File: src/rtl/mixq_pkg.sv
package mixq_pkg;

   // bus depth and derived address width
   localparam int FRAMES = 65536;
   localparam int ADDR_W = $clog2(FRAMES);

   // field widths
   localparam int IDX_W      = 16;
   localparam int CMD_W      = 2;
   localparam int SAMPLE_W   = 24;
   localparam int GAIN_W     = 16;
   localparam int DITHER_W   = 8;
   localparam int DSUM_W     = DITHER_W + 1;
   localparam int PCM_W      = 24;
   localparam int PEAK_W     = 39;
   localparam int BUS_W      = 40;
   localparam int PROD_W     = SAMPLE_W + GAIN_W + 1;
   localparam int SUM_W      = BUS_W + 1;
   localparam int V_W        = 64;
   localparam int COUNT_W    = 17;
   localparam int CSR_IDX_W  = 1;
   localparam int CSR_DATA_W = 17;

   // fixed-point shifts
   localparam int GAIN_SHIFT   = 9;
   localparam int FRAC_W       = 28;
   localparam int DITHER_SHIFT = 20;
   localparam int SHIFT_24     = 23;
   localparam int SHIFT_16     = 15;

   // commands
   localparam logic [CMD_W-1:0] CMD_CLEAR  = 2'd0;
   localparam logic [CMD_W-1:0] CMD_MIX    = 2'd1;
   localparam logic [CMD_W-1:0] CMD_EXPORT = 2'd2;

   // register indexes
   localparam logic [CSR_IDX_W-1:0] REG_FRAME_COUNT = 1'd0;
   localparam logic [CSR_IDX_W-1:0] REG_DEPTH_MODE  = 1'd1;

   // numeric limits
   localparam logic signed [BUS_W-1:0] BUS_MAX  = {1'b0, {(BUS_W-1){1'b1}}};
   localparam logic signed [BUS_W-1:0] BUS_MIN  = {1'b1, {(BUS_W-1){1'b0}}};
   localparam logic [PEAK_W-1:0]       PEAK_MAX = {PEAK_W{1'b1}};
   localparam logic signed [PROD_W-1:0] GAIN_ROUND = PROD_W'((1 << GAIN_SHIFT) - 1);
   localparam logic signed [V_W-1:0]   FRAC_ROUND = V_W'((64'd1 << FRAC_W) - 64'd1);
   localparam logic signed [PCM_W-1:0] SCALE_24 = PCM_W'(8388607);
   localparam logic signed [PCM_W-1:0] SCALE_16 = PCM_W'(32767);
   localparam logic signed [V_W-1:0]   LIM_24   = V_W'(SCALE_24) <<< FRAC_W;
   localparam logic signed [V_W-1:0]   LIM_16   = V_W'(SCALE_16) <<< FRAC_W;

   // controller to datapath
   typedef struct packed {
      logic load;
      logic rd;
      logic st1;
      logic st2;
      logic fin;
      logic sweep;
   } ctl_cmd_type;

   // datapath to controller
   typedef struct packed {
      logic [CMD_W-1:0] req_cmd;
      logic             req_in_range;
      logic             sweep_last;
   } dp_status_type;

endpackage

File: src/rtl/mixq_ctrl.sv
module mixq_ctrl
   import mixq_pkg::*;
(
   input  logic          clock,
   input  logic          reset,
   input  logic          req_valid,
   output logic          req_ready,
   output logic          rsp_valid,
   input  logic          rsp_ready,
   input  dp_status_type stat,
   output ctl_cmd_type   ctl
);

   typedef enum logic [6:0] {
      ST_INIT   = 7'b0000001,
      ST_IDLE   = 7'b0000010,
      ST_READ   = 7'b0000100,
      ST_CALC1  = 7'b0001000,
      ST_CALC2  = 7'b0010000,
      ST_FINISH = 7'b0100000,
      ST_CLEAR  = 7'b1000000
   } state_type;

   state_type state_ff, state_in;
   logic      rsp_valid_ff, rsp_valid_in;
   logic      slot_free;

   assign slot_free = !rsp_valid_ff || rsp_ready;

   always_comb begin
      state_in  = state_ff;
      ctl       = '0;
      req_ready = 1'b0;
      case (state_ff)
         ST_INIT: begin
            ctl.sweep = 1'b1;
            if (stat.sweep_last) state_in = ST_IDLE;
         end
         ST_IDLE: begin
            req_ready = 1'b1;
            ctl.load  = req_valid;
            if (req_valid) begin
               if (stat.req_cmd == CMD_CLEAR) begin
                  state_in = ST_CLEAR;
               end else if ((stat.req_cmd inside {CMD_MIX, CMD_EXPORT}) &&
                            stat.req_in_range) begin
                  state_in = ST_READ;
               end else begin
                  state_in = ST_FINISH;
               end
            end
         end
         ST_READ: begin
            ctl.rd   = 1'b1;
            state_in = ST_CALC1;
         end
         ST_CALC1: begin
            ctl.st1  = 1'b1;
            state_in = ST_CALC2;
         end
         ST_CALC2: begin
            ctl.st2  = 1'b1;
            state_in = ST_FINISH;
         end
         ST_FINISH: begin
            // hold until the output register is free
            if (slot_free) begin
               ctl.fin  = 1'b1;
               state_in = ST_IDLE;
            end
         end
         ST_CLEAR: begin
            ctl.sweep = 1'b1;
            if (stat.sweep_last) state_in = ST_FINISH;
         end
         default: begin
            state_in = ST_INIT;
         end
      endcase
   end

   always_comb begin
      rsp_valid_in = rsp_valid_ff;
      if (ctl.fin) begin
         rsp_valid_in = 1'b1;
      end else if (rsp_ready) begin
         rsp_valid_in = 1'b0;
      end
   end

   always_ff @(posedge clock) begin
      if (reset) begin
         state_ff     <= ST_INIT;
         rsp_valid_ff <= 1'b0;
      end else begin
         state_ff     <= state_in;
         rsp_valid_ff <= rsp_valid_in;
      end
   end

   assign rsp_valid = rsp_valid_ff;

endmodule

File: config.mk
export PLATFORM = sky130hd
export DESIGN_NAME = mixq_ctrl
export DESIGN_NICKNAME = d
export VERILOG_FILES = /design/src/rtl/mixq_pkg.sv /design/src/rtl/mixq_ctrl.sv
export SDC_FILE = /design/constraint.sdc
export NUM_CORES = 1
export LEC_CHECK = 0
export BUFFER_PORTS_ARGS = -buffer_cell sky130_fd_sc_hd__buf_2
export CAP_MARGIN = 0
export CORE_AREA = 2 2 39 41
export CTS_CLUSTER_DIAMETER = 100
export CTS_CLUSTER_SIZE = 10
export DETAILED_ROUTE_END_ITERATION = 8
export DIE_AREA = 0 0 41 43
export PLACE_DENSITY = 0.78
export REMOVE_ABC_BUFFERS = 1
export SLEW_MARGIN = 5
export SYNTH_ARGS = -nofsm -noshare
export SYNTH_HDL_FRONTEND = slang
export SYNTH_SLANG_ARGS = --single-unit
File: constraint.sdc
create_clock -name clock -period 2.75 [get_ports clock]
set_input_delay 0.1375 -clock clock [delete_from_list [all_inputs] [get_ports clock]]
set_output_delay 0.1375 -clock clock [all_outputs]
set_load 0.05 [all_outputs]
* Word-level counts from Yosys, hierarchy flattened
Cells that the tools add are included.
** Word-level totals
- Output and inout port bits :: 8
- Bits in registers :: 8
- Word-level logic and storage cells :: 40
- Input bits :: 8
** Cells by class
- Eq/ne operators :: 13
- Muxes and demuxes :: 17
- Reductions and logical operators :: 8
** Operators with widths (count)
- 7-bit one-hot mux with 7 select lines :: 1
- 7-bit two-way mux :: 5
- 1-bit two-way mux :: 10
- 2-bit inequality test (second input constant) :: 4
- 7-bit by 1-bit == test with 1-bit output (second input constant) :: 1
- 7-bit by 2-bit == test with 1-bit output (second input constant) :: 1
- 7-bit by 3-bit == test with 1-bit output (second input constant) :: 1
- 7-bit by 4-bit == test with 1-bit output (second input constant) :: 1
- 7-bit by 5-bit == test with 1-bit output (second input constant) :: 1
- 7-bit by 6-bit == test with 1-bit output (second input constant) :: 1
- 7-bit == test (second input constant) :: 1
- 6-bit two-way mux :: 1
- 4-bit AND reduction :: 1
- 2-bit nonzero test :: 2
- 2-bit by 1-bit == test with 1-bit output (second input constant) :: 1
- 2-bit == test (second input constant) :: 1
- 2-bit logical NOT :: 1
- 2-bit OR reduction :: 1
- 1-bit logical AND :: 1
- 1-bit logical NOT :: 1
- 1-bit logical OR :: 1

* Longest topological paths before layout
- Depth after elaboration :: 7
- Mapped depth :: 5
- Gate-level depth less buffers :: 5

* Worst setup path before layout
Ideal clock, no wire load.
- Kind :: register -> output
- Start :: reg state_ff[0]
- End :: out ctl[2] in the netlist's numbering
- Path buffers :: 1
- Arrival time :: 2659 ps
- Data required time :: 2612 ps
- Stages on the path, launching flop included :: 4
- Path slack :: -47 ps
- Path through :: dfxtp_1 -> buf_2 -> or4_1 -> nor4b_1
** RTL lines
- start, declared :: RTL line mixq_ctrl.sv:24 : state_type state_ff, state_in;
- start signal, assigned :: RTL line mixq_ctrl.sv:96 : state_ff <= state_in;
- end, declared :: RTL line mixq_ctrl.sv:11 : output ctl_cmd_type ctl

==> flow_summary.yaml <==
pwr:
  p_comb_share_pct: 47.6
  p_sw_uw: 204
  p_int_uw: 266
  switching_share_pct: 43.4
  seqPwrFrac_pct: 33.2
  power_frac_clock_pct: 19.3
  p_per_area_nw_per_um2: 705
  p_leak_nw: 0.296
  ir_drop_uv: 314
detailed_routing:
  post_drt_wl_per_cell_um: 13.1
  vias: 538
  drtIter0Drc: 11
  wirelength_mm: 1.26
  drt-pass1-iter-count: 4
  drtAntennaViolNets: 0
  drc_errors: 0
  viasPerCell: 5.60
floorplan:
  die_x_um: 41
  die_area_um2: 1760
  die_h_um: 43
  rows: 14
  core_region_area_um2: 1380
  boundaryPins: 16
  start_util_pct: 42.9
hold_path:
  holdPathStages: 2
  hold_class: "input port to flip-flop"
layout:
  syn_to_final_growth_pct: 12.0
  stdcell_count: 96
  stdcell_area_um2: 666
  nFillCells: 147
  layout-drive-gt1-share_pct: 31.3
  fin_nets: 91
  antennaDiodeCount: 0
yosys:
  synth-seq-cells: 8
  async_reset_ff_share_pct: 0
  synth_top_area_share_pct: 26.9
  yosys.area.top_type: "dfxtp_1"
  syn_avg_cell_area_um2: 8.74
  synth_ff_type: "dfxtp_1"
  synth-edff-count: 0
  yosysSeqAreaShare_pct: 26.9
  synth_area_leaders: "dfxtp_1 (27%), nor3_1 (4.2%), buf_6 (3.8%), or3_4 (3.8%), or4_4 (3.8%)"
  ys_top_cells_by_count: "dfxtp_1 (8), nor2_1 (5), nor3_1 (5)"
  syn_area_um2: 594
  ys_types: 38
  ys_warn_count: 0
  synth.most_common_cell: "dfxtp_1"
  syn_inst: 68
clock_tree:
  postCtsSetupRepairBufs: 0
  ctsHoldBuffers: 0
  numCtsBuffers: 3
  htreeDepth: 1
  clockBufferDepth: 2
  clock-sinks: 8
  clk_latency_ns: 0.26
  clock_tree.root_cell: "clkbuf_4"
  cts_tree: "yes"
  post_cts_resized: 0
  path_clk_slew_ns: 0.05
worst_setup_path:
  critPathRequiredTime_ns: 2.61
  end_kind: "output pin"
  crit_arrival_ns: 1.87
  startpoint_type: "flip-flop"
  ff2ff_path_depth: 4
  cp_max_fo: 8
  crit_type: "flip-flop to output pin"
timing:
  clock.fmax_ghz: 0.497
  setup_viol: 0
  clock_skew_ns: 0.00599
  rsz0062_at_grt: "no"
  worst_pin_slew_ns: 0.457
  drv_slew: 0
  finalCriticalPeriod_ns: 2.01
  tns_ns: 0
  fin_crit_sh_pct: 73.1
  slew_headroom_pct: 69.3
  hold_viol: 0
global_route:
  grt_pass1_vias: 454
  grt_pass1_wl_mm: 1.93
  grt_overflow_total: 0
  grt_max_degree: 10
  grt_usage_pct: 15.9
  antenna_found_initial: 0
placement:
  placed_cells: 93
  port_buffers: 15
  hpwl_um: 982
  placed_area_um2: 643
  globalplace.congestion: 0.794
flow_run:
  max_cap_violations: 0
run_status:
  status: "complete, no violations"
## final cells by class
| class | instances | area, um2 | area share (%) |
|---|---|---|---|
| Inverter | 3 | 11.3 | 1.69 |
| Multi-Input combinational cell | 51 | 377 | 56.6 |
| Timing Repair Buffer | 15 | 75.1 | 11.3 |
| Tap cell | 16 | 20.0 | 3.01 |
| Sequential cell | 8 | 160 | 24.1 |
| Clock buffer | 3 | 22.5 | 3.38 |
## path summary, 6_finish.rpt
check                            startpoint     endpoint  slack, ns
worst max-delay path            state_ff[5]       ctl[5]       0.74
worst min-delay path                  reset    rsp_valid       0.17
worst max register to register  state_ff[1]  state_ff[6]       0.95
worst min register to register  state_ff[6]  state_ff[6]       0.64
## registers in the layout (all words and copies together) (netlist names)
register / count
state_ff: 7
rsp_valid: 1
## layout by cell type (no fill, tap or decap)
cell type,synthesis,routed
a22o_1,1,1
a21oi_1,1,1
xnor2_1,2,2
nor2b_1,1,1
o211a_1,1,1
and2_1,1,1
or4_1,2,2
nand4_1,2,2
buf_2,1,15
or4_4,2,2
o211ai_1,1,1
a22oi_1,1,1
o21ai_1,1,1
ha_1,1,1
nor4_1,1,1
and2b_2,1,1
xor2_1,2,2
a31oi_1,1,1
nand4b_1,1,1
nand3_1,1,1
dfxtp_1,8,8
o21ai_0,2,2
nor3b_1,2,2
clkbuf_4,0,3
or4b_1,1,1
nor4b_1,1,1
nand3_4,1,1
nor4b_2,1,1
or3_4,2,2
a2111oi_0,1,1
nor2_1,5,5
nand2_1,2,2
inv_1,3,3
nor3_1,5,5
mux2i_1,1,1
nand2b_1,3,3
## layer usage
metal  wire length, um  track usage (%)
met3                84             1.57
met5                 0                0
met4                 0             8.00
met1               572             22.1
met2               604             23.4
## kinds of logic (layout without fill, tap and decap cells)
logic type | Yosys count | count (layout) | synth area share, %
flip-flops | 8 | 8 | 26.9
buffers and inverters | 9 | 21 | 9.68
XOR/XNOR | 4 | 4 | 5.90
AO/OA/AOI/OAI | 10 | 10 | 11.6
multiplexers | 1 | 1 | 1.68
AND/OR/NAND/NOR | 35 | 35 | 42.1
adder cells (fa/ha/maj) | 1 | 1 | 2.10
## per-stage QoR
stage	worst slack (ns)	util, %	hold slack (ns)	total power, mW
6_report	0.740	48.1	0.166	0.470
5_1_grt	0.578	48.1	0.172	0.495
4_1_cts	0.710	48.1	0.154	0.472
3_5_place_dp	0.957	46.5	0.420	0.381
3_3_place_gp	1.02	46.5	0.418	0.372
2_1_floorplan	0.00902	-	0.210	0.332
## critical path: stages, from the launching register on
cell     delay, ns
dfxtp_1       0.37
or4b_1        0.61
nor2_1        0.22
and2_1        0.15
buf_2         0.25
## power by group through the flow
stage / Combinational, mW / Clock [mW] / Sequential (mW)
after global routing: 0.242 / 0.0942 / 0.159
final: 0.223 / 0.0904 / 0.156
after CTS: 0.224 / 0.0925 / 0.156
after floorplan: 0.180 / 0 / 0.152
after global placement: 0.216 / 0 / 0.156
after detailed placement: 0.223 / 0 / 0.158
Power figures use the tool's default switching activity.
